## src/sv/ttb_pkg.sv

```systemverilog
package ttb_pkg;

    localparam int LIMIT_W   = 16;
    localparam int CFG_NUM   = 8;
    localparam int CFG_IDX_W = 3;
    localparam int CH_NUM    = 7;
    localparam int CH_W      = 3;
    localparam int FLAG_NUM  = 6;
    localparam int PRESS_W   = 2;
    localparam int KIND_W    = 2;

    // Channel numbers.
    localparam logic [CH_W-1:0] CH_SELECT = 3'd0;
    localparam logic [CH_W-1:0] CH_MARK   = 3'd1;
    localparam logic [CH_W-1:0] CH_SEND   = 3'd2;
    localparam logic [CH_W-1:0] CH_REPLY  = 3'd3;
    localparam logic [CH_W-1:0] CH_SCAN   = 3'd4;
    localparam logic [CH_W-1:0] CH_BLINK  = 3'd5;
    localparam logic [CH_W-1:0] CH_PRESS  = 3'd6;

    typedef enum logic [KIND_W-1:0] {
        KIND_TICK  = 2'd0,
        KIND_ARM   = 2'd1,
        KIND_CLEAR = 2'd2,
        KIND_ACK   = 2'd3
    } kind_t;

    typedef enum logic [PRESS_W-1:0] {
        PS_IDLE    = 2'd0,
        PS_PRESSED = 2'd1,
        PS_SHORT   = 2'd2,
        PS_LONG    = 2'd3
    } press_t;

    typedef enum logic [CFG_IDX_W-1:0] {
        CFG_SELECT = 3'd0,
        CFG_MARK   = 3'd1,
        CFG_SEND   = 3'd2,
        CFG_REPLY  = 3'd3,
        CFG_SCAN   = 3'd4,
        CFG_BLINK  = 3'd5,
        CFG_SHORT  = 3'd6,
        CFG_LONG   = 3'd7
    } cfg_idx_t;

    typedef struct packed {
        logic [LIMIT_W-1:0] select_timeout;
        logic [LIMIT_W-1:0] mark_timeout;
        logic [LIMIT_W-1:0] send_delay;
        logic [LIMIT_W-1:0] reply_period;
        logic [LIMIT_W-1:0] scan_period;
        logic [LIMIT_W-1:0] blink_period;
        logic [LIMIT_W-1:0] short_press_ticks;
        logic [LIMIT_W-1:0] long_press_ticks;
    } cfg_t;

    localparam cfg_t CFG_RESET = '{
        select_timeout:    16'd1000,
        mark_timeout:      16'd50,
        send_delay:        16'd10,
        reply_period:      16'd250,
        scan_period:       16'd2,
        blink_period:      16'd250,
        short_press_ticks: 16'd25,
        long_press_ticks:  16'd500
    };

    typedef struct packed {
        logic [FLAG_NUM-1:0] flags;
        press_t              press;
    } result_t;

endpackage

```

## src/sv/ttb_cfg.sv

```systemverilog
module ttb_cfg (
    input  logic                          clk,
    input  logic                          rst_n,
    input  logic                          wr_en,
    input  logic [ttb_pkg::CFG_IDX_W-1:0] wr_index,
    input  logic [ttb_pkg::LIMIT_W-1:0]   wr_data,
    output ttb_pkg::cfg_t                 cfg
);
    import ttb_pkg::*;

    cfg_t cfg_reg;
    cfg_t cfg_next;

    always_comb
    begin
        cfg_next = cfg_reg;
        if (wr_en)
        begin
            unique case (cfg_idx_t'(wr_index))
                CFG_SELECT: cfg_next.select_timeout    = wr_data;
                CFG_MARK:   cfg_next.mark_timeout      = wr_data;
                CFG_SEND:   cfg_next.send_delay        = wr_data;
                CFG_REPLY:  cfg_next.reply_period      = wr_data;
                CFG_SCAN:   cfg_next.scan_period       = wr_data;
                CFG_BLINK:  cfg_next.blink_period      = wr_data;
                CFG_SHORT:  cfg_next.short_press_ticks = wr_data;
                CFG_LONG:   cfg_next.long_press_ticks  = wr_data;
                default:    cfg_next = cfg_reg;
            endcase
        end
    end

    always_ff @(posedge clk or negedge rst_n)
    begin
        if (!rst_n)
        begin
            cfg_reg <= CFG_RESET;
        end
        else
        begin
            cfg_reg <= cfg_next;
        end
    end

    assign cfg = cfg_reg;

endmodule

```

## src/sv/ttb_core.sv

```systemverilog
module ttb_core #(
    parameter int COUNT_WIDTH = 16
) (
    input  logic                       clk,
    input  logic                       rst_n,
    input  logic                       accept,
    input  ttb_pkg::kind_t             kind,
    input  logic [ttb_pkg::CH_W-1:0]   channel,
    input  logic                       button_down,
    input  logic                       blink_active,
    input  ttb_pkg::cfg_t              cfg,
    output ttb_pkg::result_t           res_next,
    output ttb_pkg::result_t           res_cur
);
    import ttb_pkg::*;

    // Compare width covers both the counters and the 16-bit limits.
    localparam int CMP_W = (COUNT_WIDTH > LIMIT_W) ? COUNT_WIDTH : LIMIT_W;

    logic [COUNT_WIDTH-1:0] cnt_reg  [CH_NUM];
    logic [COUNT_WIDTH-1:0] cnt_next [CH_NUM];
    logic [COUNT_WIDTH-1:0] inc      [CH_NUM];
    logic [LIMIT_W-1:0]     lim      [FLAG_NUM];
    logic [FLAG_NUM-1:0]    flags_reg;
    logic [FLAG_NUM-1:0]    flags_next;
    press_t                 press_reg;
    press_t                 press_next;

    always_comb
    begin
        lim[0] = cfg.select_timeout;
        lim[1] = cfg.mark_timeout;
        lim[2] = cfg.send_delay;
        lim[3] = cfg.reply_period;
        lim[4] = cfg.scan_period;
        lim[5] = cfg.blink_period;
        for (int c = 0; c < CH_NUM; c++)
        begin
            inc[c] = cnt_reg[c] + COUNT_WIDTH'(1);
        end
    end

    always_comb
    begin
        cnt_next   = cnt_reg;
        flags_next = flags_reg;
        press_next = press_reg;
        if (accept)
        begin
            unique case (kind)
                KIND_TICK:
                begin
                    // One-shot timeouts count only while armed.
                    for (int c = 0; c < 3; c++)
                    begin
                        if (cnt_reg[c] != '0)
                        begin
                            if (CMP_W'(inc[c]) > CMP_W'(lim[c]))
                            begin
                                cnt_next[c]   = '0;
                                flags_next[c] = 1'b1;
                            end
                            else
                            begin
                                cnt_next[c] = inc[c];
                            end
                        end
                    end

                    if (CMP_W'(inc[CH_REPLY]) > CMP_W'(lim[CH_REPLY]))
                    begin
                        cnt_next[CH_REPLY]   = COUNT_WIDTH'(1);
                        flags_next[CH_REPLY] = 1'b1;
                    end
                    else
                    begin
                        cnt_next[CH_REPLY] = inc[CH_REPLY];
                    end

                    if (CMP_W'(inc[CH_SCAN]) >= CMP_W'(lim[CH_SCAN]))
                    begin
                        cnt_next[CH_SCAN]   = '0;
                        flags_next[CH_SCAN] = 1'b1;
                    end
                    else
                    begin
                        cnt_next[CH_SCAN] = inc[CH_SCAN];
                    end

                    if (CMP_W'(inc[CH_BLINK]) > CMP_W'(lim[CH_BLINK]))
                    begin
                        cnt_next[CH_BLINK] = '0;
                        if (blink_active)
                        begin
                            flags_next[CH_BLINK] = 1'b1;
                        end
                    end
                    else
                    begin
                        cnt_next[CH_BLINK] = inc[CH_BLINK];
                    end

                    // Press classifier runs only while a press is being timed.
                    if (cnt_reg[CH_PRESS] != '0)
                    begin
                        cnt_next[CH_PRESS] = inc[CH_PRESS];
                        if (CMP_W'(inc[CH_PRESS]) > CMP_W'(cfg.long_press_ticks))
                        begin
                            press_next         = button_down ? PS_LONG : PS_IDLE;
                            cnt_next[CH_PRESS] = '0;
                        end
                        else if ((CMP_W'(inc[CH_PRESS]) > CMP_W'(cfg.short_press_ticks))
                                 && (press_reg == PS_IDLE))
                        begin
                            if (!button_down)
                            begin
                                press_next         = PS_SHORT;
                                cnt_next[CH_PRESS] = '0;
                            end
                            else
                            begin
                                press_next = PS_PRESSED;
                            end
                        end
                    end
                end
                KIND_ARM:
                begin
                    if (channel <= CH_PRESS)
                    begin
                        cnt_next[channel] = COUNT_WIDTH'(1);
                    end
                end
                KIND_CLEAR:
                begin
                    if (channel < CH_PRESS)
                    begin
                        flags_next[channel] = 1'b0;
                    end
                end
                KIND_ACK:
                begin
                    press_next = PS_IDLE;
                end
                default:
                begin
                    press_next = press_reg;
                end
            endcase
        end
    end

    always_ff @(posedge clk or negedge rst_n)
    begin
        if (!rst_n)
        begin
            for (int c = 0; c < CH_NUM; c++)
            begin
                cnt_reg[c] <= '0;
            end
            flags_reg <= '0;
            press_reg <= PS_IDLE;
        end
        else
        begin
            cnt_reg   <= cnt_next;
            flags_reg <= flags_next;
            press_reg <= press_next;
        end
    end

    assign res_next.flags = flags_next;
    assign res_next.press = press_next;
    assign res_cur.flags  = flags_reg;
    assign res_cur.press  = press_reg;

endmodule

```

## src/sv/ttb_out_buf.sv

```systemverilog
module ttb_out_buf (
    input  logic             clk,
    input  logic             rst_n,
    input  logic             wr_valid,
    output logic             wr_ready,
    input  ttb_pkg::result_t wr_data,
    output logic             rd_valid,
    input  logic             rd_ready,
    output ttb_pkg::result_t rd_data
);
    import ttb_pkg::*;

    result_t main_reg;
    result_t main_next;
    result_t skid_reg;
    result_t skid_next;
    logic    main_valid_reg;
    logic    main_valid_next;
    logic    skid_valid_reg;
    logic    skid_valid_next;
    logic    push;
    logic    pop;

    assign wr_ready = !skid_valid_reg;
    assign push     = wr_valid && wr_ready;
    assign pop      = main_valid_reg && rd_ready;

    always_comb
    begin
        main_next       = main_reg;
        skid_next       = skid_reg;
        main_valid_next = main_valid_reg;
        skid_valid_next = skid_valid_reg;
        if (pop)
        begin
            if (skid_valid_reg)
            begin
                main_next       = skid_reg;
                skid_valid_next = 1'b0;
            end
            else
            begin
                main_next       = wr_data;
                main_valid_next = push;
            end
        end
        else if (!main_valid_reg)
        begin
            main_next       = wr_data;
            main_valid_next = push;
        end
        else if (push)
        begin
            skid_next       = wr_data;
            skid_valid_next = 1'b1;
        end
    end

    always_ff @(posedge clk or negedge rst_n)
    begin
        if (!rst_n)
        begin
            main_valid_reg <= 1'b0;
            skid_valid_reg <= 1'b0;
        end
        else
        begin
            main_valid_reg <= main_valid_next;
            skid_valid_reg <= skid_valid_next;
        end
    end

    always_ff @(posedge clk)
    begin
        main_reg <= main_next;
        skid_reg <= skid_next;
    end

    assign rd_valid = main_valid_reg;
    assign rd_data  = main_reg;

endmodule

```

## src/sv/tick_timeout_bank_with_press_classifier.sv

```systemverilog
// Bank of tick-driven timers with a button-press classifier. Each input word is a tick,
// an arm of one channel, a clear of one event flag or an acknowledge of the press state,
// and each one produces exactly one output word holding the event flags and the press
// state as they stand after that word. Channels 0 to 2 are one-shot timeouts that count
// only while armed, channels 3 to 5 are free-running periods, and channel 6 times a
// button press and grades it as pressed, short or long. The block takes one word per
// clock while the skid register is empty: the whole update of the counters, flags and
// press state is a single increment and compare per channel, done between the accepted
// word and the state registers, so the state is ready for the next word. The output word
// is registered and backed by a one-word skid register, so a stalled output does not
// stop the next input word from being taken. The user must write limits through the
// configuration port while no words are in flight; the block does not enforce this.
module tick_timeout_bank_with_press_classifier #(
    parameter int COUNT_WIDTH = 16
) (
    input  logic                          clk,
    input  logic                          rst_n,
    input  logic                          cfg_wr_en,
    input  logic [ttb_pkg::CFG_IDX_W-1:0] cfg_index,
    input  logic [ttb_pkg::LIMIT_W-1:0]   cfg_data,
    input  logic                          in_valid,
    output logic                          in_ready,
    input  logic [ttb_pkg::KIND_W-1:0]    kind,
    input  logic [ttb_pkg::CH_W-1:0]      channel,
    input  logic                          button_down,
    input  logic                          blink_active,
    output logic                          out_valid,
    input  logic                          out_ready,
    output logic [ttb_pkg::FLAG_NUM-1:0]  event_flags,
    output logic [ttb_pkg::PRESS_W-1:0]   press_state
);
    import ttb_pkg::*;

    cfg_t    cfg;
    result_t res_next;
    result_t res_cur;
    result_t res_out;
    logic    in_accept;

    // A word is taken whenever the skid register has room.
    assign in_accept = in_valid && in_ready;

    ttb_cfg u_cfg (
        .clk      (clk),
        .rst_n    (rst_n),
        .wr_en    (cfg_wr_en),
        .wr_index (cfg_index),
        .wr_data  (cfg_data),
        .cfg      (cfg)
    );

    ttb_core #(
        .COUNT_WIDTH (COUNT_WIDTH)
    ) u_core (
        .clk          (clk),
        .rst_n        (rst_n),
        .accept       (in_accept),
        .kind         (kind_t'(kind)),
        .channel      (channel),
        .button_down  (button_down),
        .blink_active (blink_active),
        .cfg          (cfg),
        .res_next     (res_next),
        .res_cur      (res_cur)
    );

    // The output word is the state after the accepted word.
    ttb_out_buf u_out_buf (
        .clk      (clk),
        .rst_n    (rst_n),
        .wr_valid (in_valid),
        .wr_ready (in_ready),
        .wr_data  (res_next),
        .rd_valid (out_valid),
        .rd_ready (out_ready),
        .rd_data  (res_out)
    );

    assign event_flags = res_out.flags;
    assign press_state = res_out.press;

    // A clear of a flagged channel leaves that flag low in the next cycle.
    assert property (@(posedge clk) disable iff (!rst_n)
        (in_accept && (kind_t'(kind) == KIND_CLEAR) && (channel < CH_PRESS))
        |=> !res_cur.flags[$past(channel)])
        else $error("flag still set after clear");

    // An acknowledge returns the press state to idle.
    assert property (@(posedge clk) disable iff (!rst_n)
        (in_accept && (kind_t'(kind) == KIND_ACK)) |=> (res_cur.press == PS_IDLE))
        else $error("press state not idle after acknowledge");

    // Arm, clear and acknowledge words never raise a flag.
    assert property (@(posedge clk) disable iff (!rst_n)
        (in_accept && (kind_t'(kind) != KIND_TICK))
        |=> ((res_cur.flags & ~$past(res_cur.flags)) == '0))
        else $error("flag raised by a non-tick word");

    // Without an accepted word the state holds.
    assert property (@(posedge clk) disable iff (!rst_n)
        !in_accept |=> $stable(res_cur))
        else $error("state changed without an input word");

endmodule

```

## config.mk

```make
export PLATFORM = sky130hd
export DESIGN_NAME = tick_timeout_bank_with_press_classifier
export DESIGN_NICKNAME = d
export VERILOG_FILES = /design/src/sv/ttb_pkg.sv /design/src/sv/ttb_cfg.sv /design/src/sv/ttb_core.sv /design/src/sv/ttb_out_buf.sv /design/src/sv/tick_timeout_bank_with_press_classifier.sv
export SDC_FILE = /design/constraint.sdc
export NUM_CORES = 1
export LEC_CHECK = 0
export BUFFER_PORTS_ARGS = -buffer_cell sky130_fd_sc_hd__buf_2
export CAP_MARGIN = 15
export CORE_MARGIN = 3
export CORE_UTILIZATION = 26
export CTS_BUF_LIST = sky130_fd_sc_hd__clkbuf_8
export DETAILED_ROUTE_END_ITERATION = 10
export GPL_TIMING_DRIVEN = 0
export MAX_ROUTING_LAYER = met4
export SYNTH_ARGS = -nofsm -noshare
export SYNTH_HDL_FRONTEND = slang
export SYNTH_SLANG_ARGS = --single-unit
```

## constraint.sdc

```tcl
create_clock -name clk -period 4.5 [get_ports clk]
set_clock_uncertainty 0.15 [all_clocks]
set_input_delay 0.225 -clock clk [delete_from_list [all_inputs] [get_ports clk]]
set_output_delay 0.225 -clock clk [all_outputs]
set_load 0.05 [all_outputs]
```

==> results.md <==
* Final Hold Fails at 0
* Maximum VDD drop at 0.000205 V
* Crit end category: flip-flop
* Synth unique cells at 77
* First-pass GRT wire length at 68400 µm
* Area delta synth->final at 16.3%
* CP arrival at 4.60 ns
* Clock share of power at 31.2%
* P_sw at 2.75 mW
* Root Buffer: clkbuf_8
* Part of the power in combinational logic at 28.9%
* Max-slew violation count at 0
* PortBufs at 35
* Std-Cell Rows at 90
* CTS tree: built
* XOR/XNOR Fraction of Synth Area at 5.09%
* Final wirelength at 43700 µm
* Post-synthesis register bit count at 266
* Net Sw Frac at 34.3%
* Post-Synth Adder-Cell Area at 11.1%
* Largest net degree at the start of global routing at 125
* Largest stage delay, worst path at 0.45 ns
* Post-synth top flop: dfrtp_1
* Fraction of registers with async set/reset at 94.0%
* Mean Syn Cell Area at 9.84 µm²
* WS Path Type: flip-flop to flip-flop
* Die area at 64600 µm²
* Rel. slew slack at 32.3%
* Fin crit period at 4.24 ns
* Initial Util at 26.4%
* Delay-heaviest family, CP: simple AND/OR/NAND/NOR gates
* Layout net count at 1915
* Post-synthesis compound-gate area fraction at 15.3%
* Final setup violating endpoints at 0
* CP Launch Type: flip-flop
* Main combinational cell family by area after synthesis: simple AND/OR/NAND/NOR gates
* Clk slew on worst S/H paths at 0.06 ns
* Final hold slack at 0.118 ns
* Sequential share of the synthesized area at 42.4%
* Post-route cell area at 18600 µm²
* Gr usage total at 13.8%
* Leakage at 8.82 nW
* Period Utilization, post-route at 94.2%
* DRT Pass-1 Iters at 5
* Synthesized Nets at 1799
* Total of max-cap violations at 0
* DRT antenna net count at 0
* Ys Warns at 0
* Internal at 5.27 mW
* Max H-tree Level at 2
* EDFF count, synth at 16
* CP Max Fanout at 8
* Final core utilization at 30.7%
* Cell area power density at 431 nW/µm²
* Routability cong. at 0.870
* Die height at 254 µm
* Cells along the critical path: ha_1, and3_1, nand4_1, nor2_2, and3_1, nand3_1, xnor2_1, ha_1, nand4_1, nor3_2, nand2_1, a22oi_2, nand2_2, nor2_2, a22o_1
* Clock sink count at 266
* Status: completed
* Routed len/inst at 17.0 µm
* Critical Path RT at 4.86 ns
* Via count at 12700
* CP max stage cell: dfrtp_1
* DPL Wire Length at 31500 µm
* Fmax at 0.236 GHz
* Reg power frac at 39.9%
* CTS Buffer Depth at 3
* Fillers at 6185
* Post-synthesis mux area share at 5.78%
* Grt ovf at 0
* DRC viols at 0
* Synth Area in Simple Gates at 15.5%
* Initial DRC count at 814
* HP Class: primary input to flip-flop
* Worst Path Buf+Inv at 0
* Initial antenna violation count at 3
* Mapped Cells at 1626
* Die X-Extent at 254 µm
* Total chip power at 8.02 mW
* Io pins at 41
* Actual slew at the worst max-slew pin at 1.01 ns
* Vias in the first global route at 12500
* Layout cells sized above 1 at 15.1%
* CTS buffer count at 48
* Post-Synthesis Cell Area at 16000 µm²
* Via density per instance at 4.95
* Core area at 60600 µm²
* DP Area at 17200 µm²
* Max reg flops at 128
* Worst-skew pair later-pin latency at 0.60 ns
what timing repair did:
action | 4_1_cts | 5_1_grt
hold endpoints to repair | 213 | 0
hold buffers | 25 | 0
pin swaps | 0 | 3
setup endpoints to repair | 1 | 46
gates resized for setup | 1 | 15
buffers inserted | 0 | 4
cell usage after synthesis (32+ instances only):
library cell	count	share of area, %
dfrtp_1	217	34
nand2_1	158	3.7
ha_1	142	11
inv_1	140	3.3
o21ai_0	104	3.3
mux2_2	74	5.2
nand3_1	65	2.0
a21oi_1	59	1.8
a22o_1	58	3.2
nor2_1	56	1.3
xnor2_1	51	2.8
and3_1	43	1.7
xor2_1	42	2.3
clkbuf_1	38	0.89
dfstp_2	33	5.4
nand4_1	32	1.3
routing by layer:
metal,track usage (%),part of all wire (%)
met5,-,0
met4,4.64,3.2
met3,1.95,4.1
met2,21.6,45
met1,18.4,48
power groups by stage:
| stage | Clock [mW] | Sequential (mW) | Combinational, mW |
|---|---|---|---|
| finish | 2.50 | 3.20 | 2.32 |
| global route | 2.68 | 3.25 | 2.63 |
| CTS | 2.57 | 3.20 | 2.32 |
| detailed placement | 0 | 3.23 | 2.28 |
| global placement | 0 | 3.22 | 2.17 |
| floorplan | 0 | 3.25 | 1.55 |
worst paths after layout:
path / startpoint / endpoint / slack, ns / depth (start not counted)
setup / recovery: u_core.cnt_reg[48] / u_core.cnt_reg[57] / 0.26 / 15
hold / removal: cfg_index[0] / u_cfg.cfg[96] / 0.12 / 4
setup reg to reg: u_core.cnt_reg[48] / u_core.cnt_reg[57] / 0.26 / 15
hold reg to reg: u_cfg.cfg[17] / u_cfg.cfg[17] / 0.35 / 1
max in group asynchronous: rst_n / u_core.cnt_reg[50] / 2.06 / 4
min in group asynchronous: rst_n / u_core.cnt_reg[49] / 0.50 / 3
per-stage QoR:
| stage | setup WS (ns) | std cells | TNS, ns |
|---|---|---|---|
| final | 0.260 | 2566 | 0 |
| after global routing | -0.0563 | 2566 | -0.158 |
| after CTS | 0.0654 | 2560 | 0 |
| after detailed placement | 0.0368 | 2445 | 0 |
| after global placement | -1.55 | 2443 | -327.66 |
| after floorplan | 0.832 | 1626 | 0 |
cell families (layout without fill, tap and decap cells):
group / after synthesis / in the layout
AOI/OAI and AO/OA: 362 / 362
xor gates and xnor gates: 93 / 93
adders and majority gates: 142 / 142
buffers and inverters: 199 / 355
DFF: 266 / 266
muxes: 83 / 83
other: 0 / 2
and+or+nand+nor: 481 / 481
cell usage in the layout (no fill, tap or decap), types with 6 or more instances in the layout:
cell and n:
ha_1 142, inv_1 159, buf_4 7, nand4_1 32, xnor2_1 50, dfrtp_1 215, a31oi_1 13, nand3_1 63
o21a_1 9, o21ai_1 6, a21oi_1 59, and2_1 7, nor3_1 23, a21o_1 27, bufinv_16 6, o211ai_1 13
or3_1 8, clkinv_2 8, clkbuf_1 37, clkbuf_8 53, a22o_1 58, dfstp_2 33, nor2b_1 22, edfxtp_1 16
mux2_2 74, nor4_1 11, nor4b_1 10, xor2_1 42, o21ai_0 104, buf_2 49, and4_1 7, nand2_1 157
dlygate4sd3_1 25, mux2i_1 8, and3_1 43, o31ai_1 20, nor2_1 54, nand2b_1 13, a211oi_1 8
final cells by class:
class | instances | area [µm²] | share of cell area (%)
tap | 782 | 978 | 5.26
antenna | 2 | 5.00 | 0.0269
multi-input combinational | 1161 | 8510 | 45.7
sequential | 266 | 6780 | 36.4
clock buffer | 53 | 729 | 3.92
clock inverter | 37 | 312 | 1.67
inverter | 140 | 526 | 2.82
buffer | 59 | 262 | 1.40
timing repair buffer | 66 | 520 | 2.80
worst reg2reg max path, stage by stage (launching register included):
cell,delay [ns]
dfrtp_1,0.45
ha_1,0.29
and3_1,0.23
nand4_1,0.28
nor2_2,0.25
and3_1,0.27
nand3_1,0.13
xnor2_1,0.15
ha_1,0.29
nand4_1,0.18
nor3_2,0.27
nand2_1,0.12
a22oi_2,0.33
nand2_2,0.18
nor2_2,0.39
a22o_1,0.21
Power figures use the tool's default switching activity.
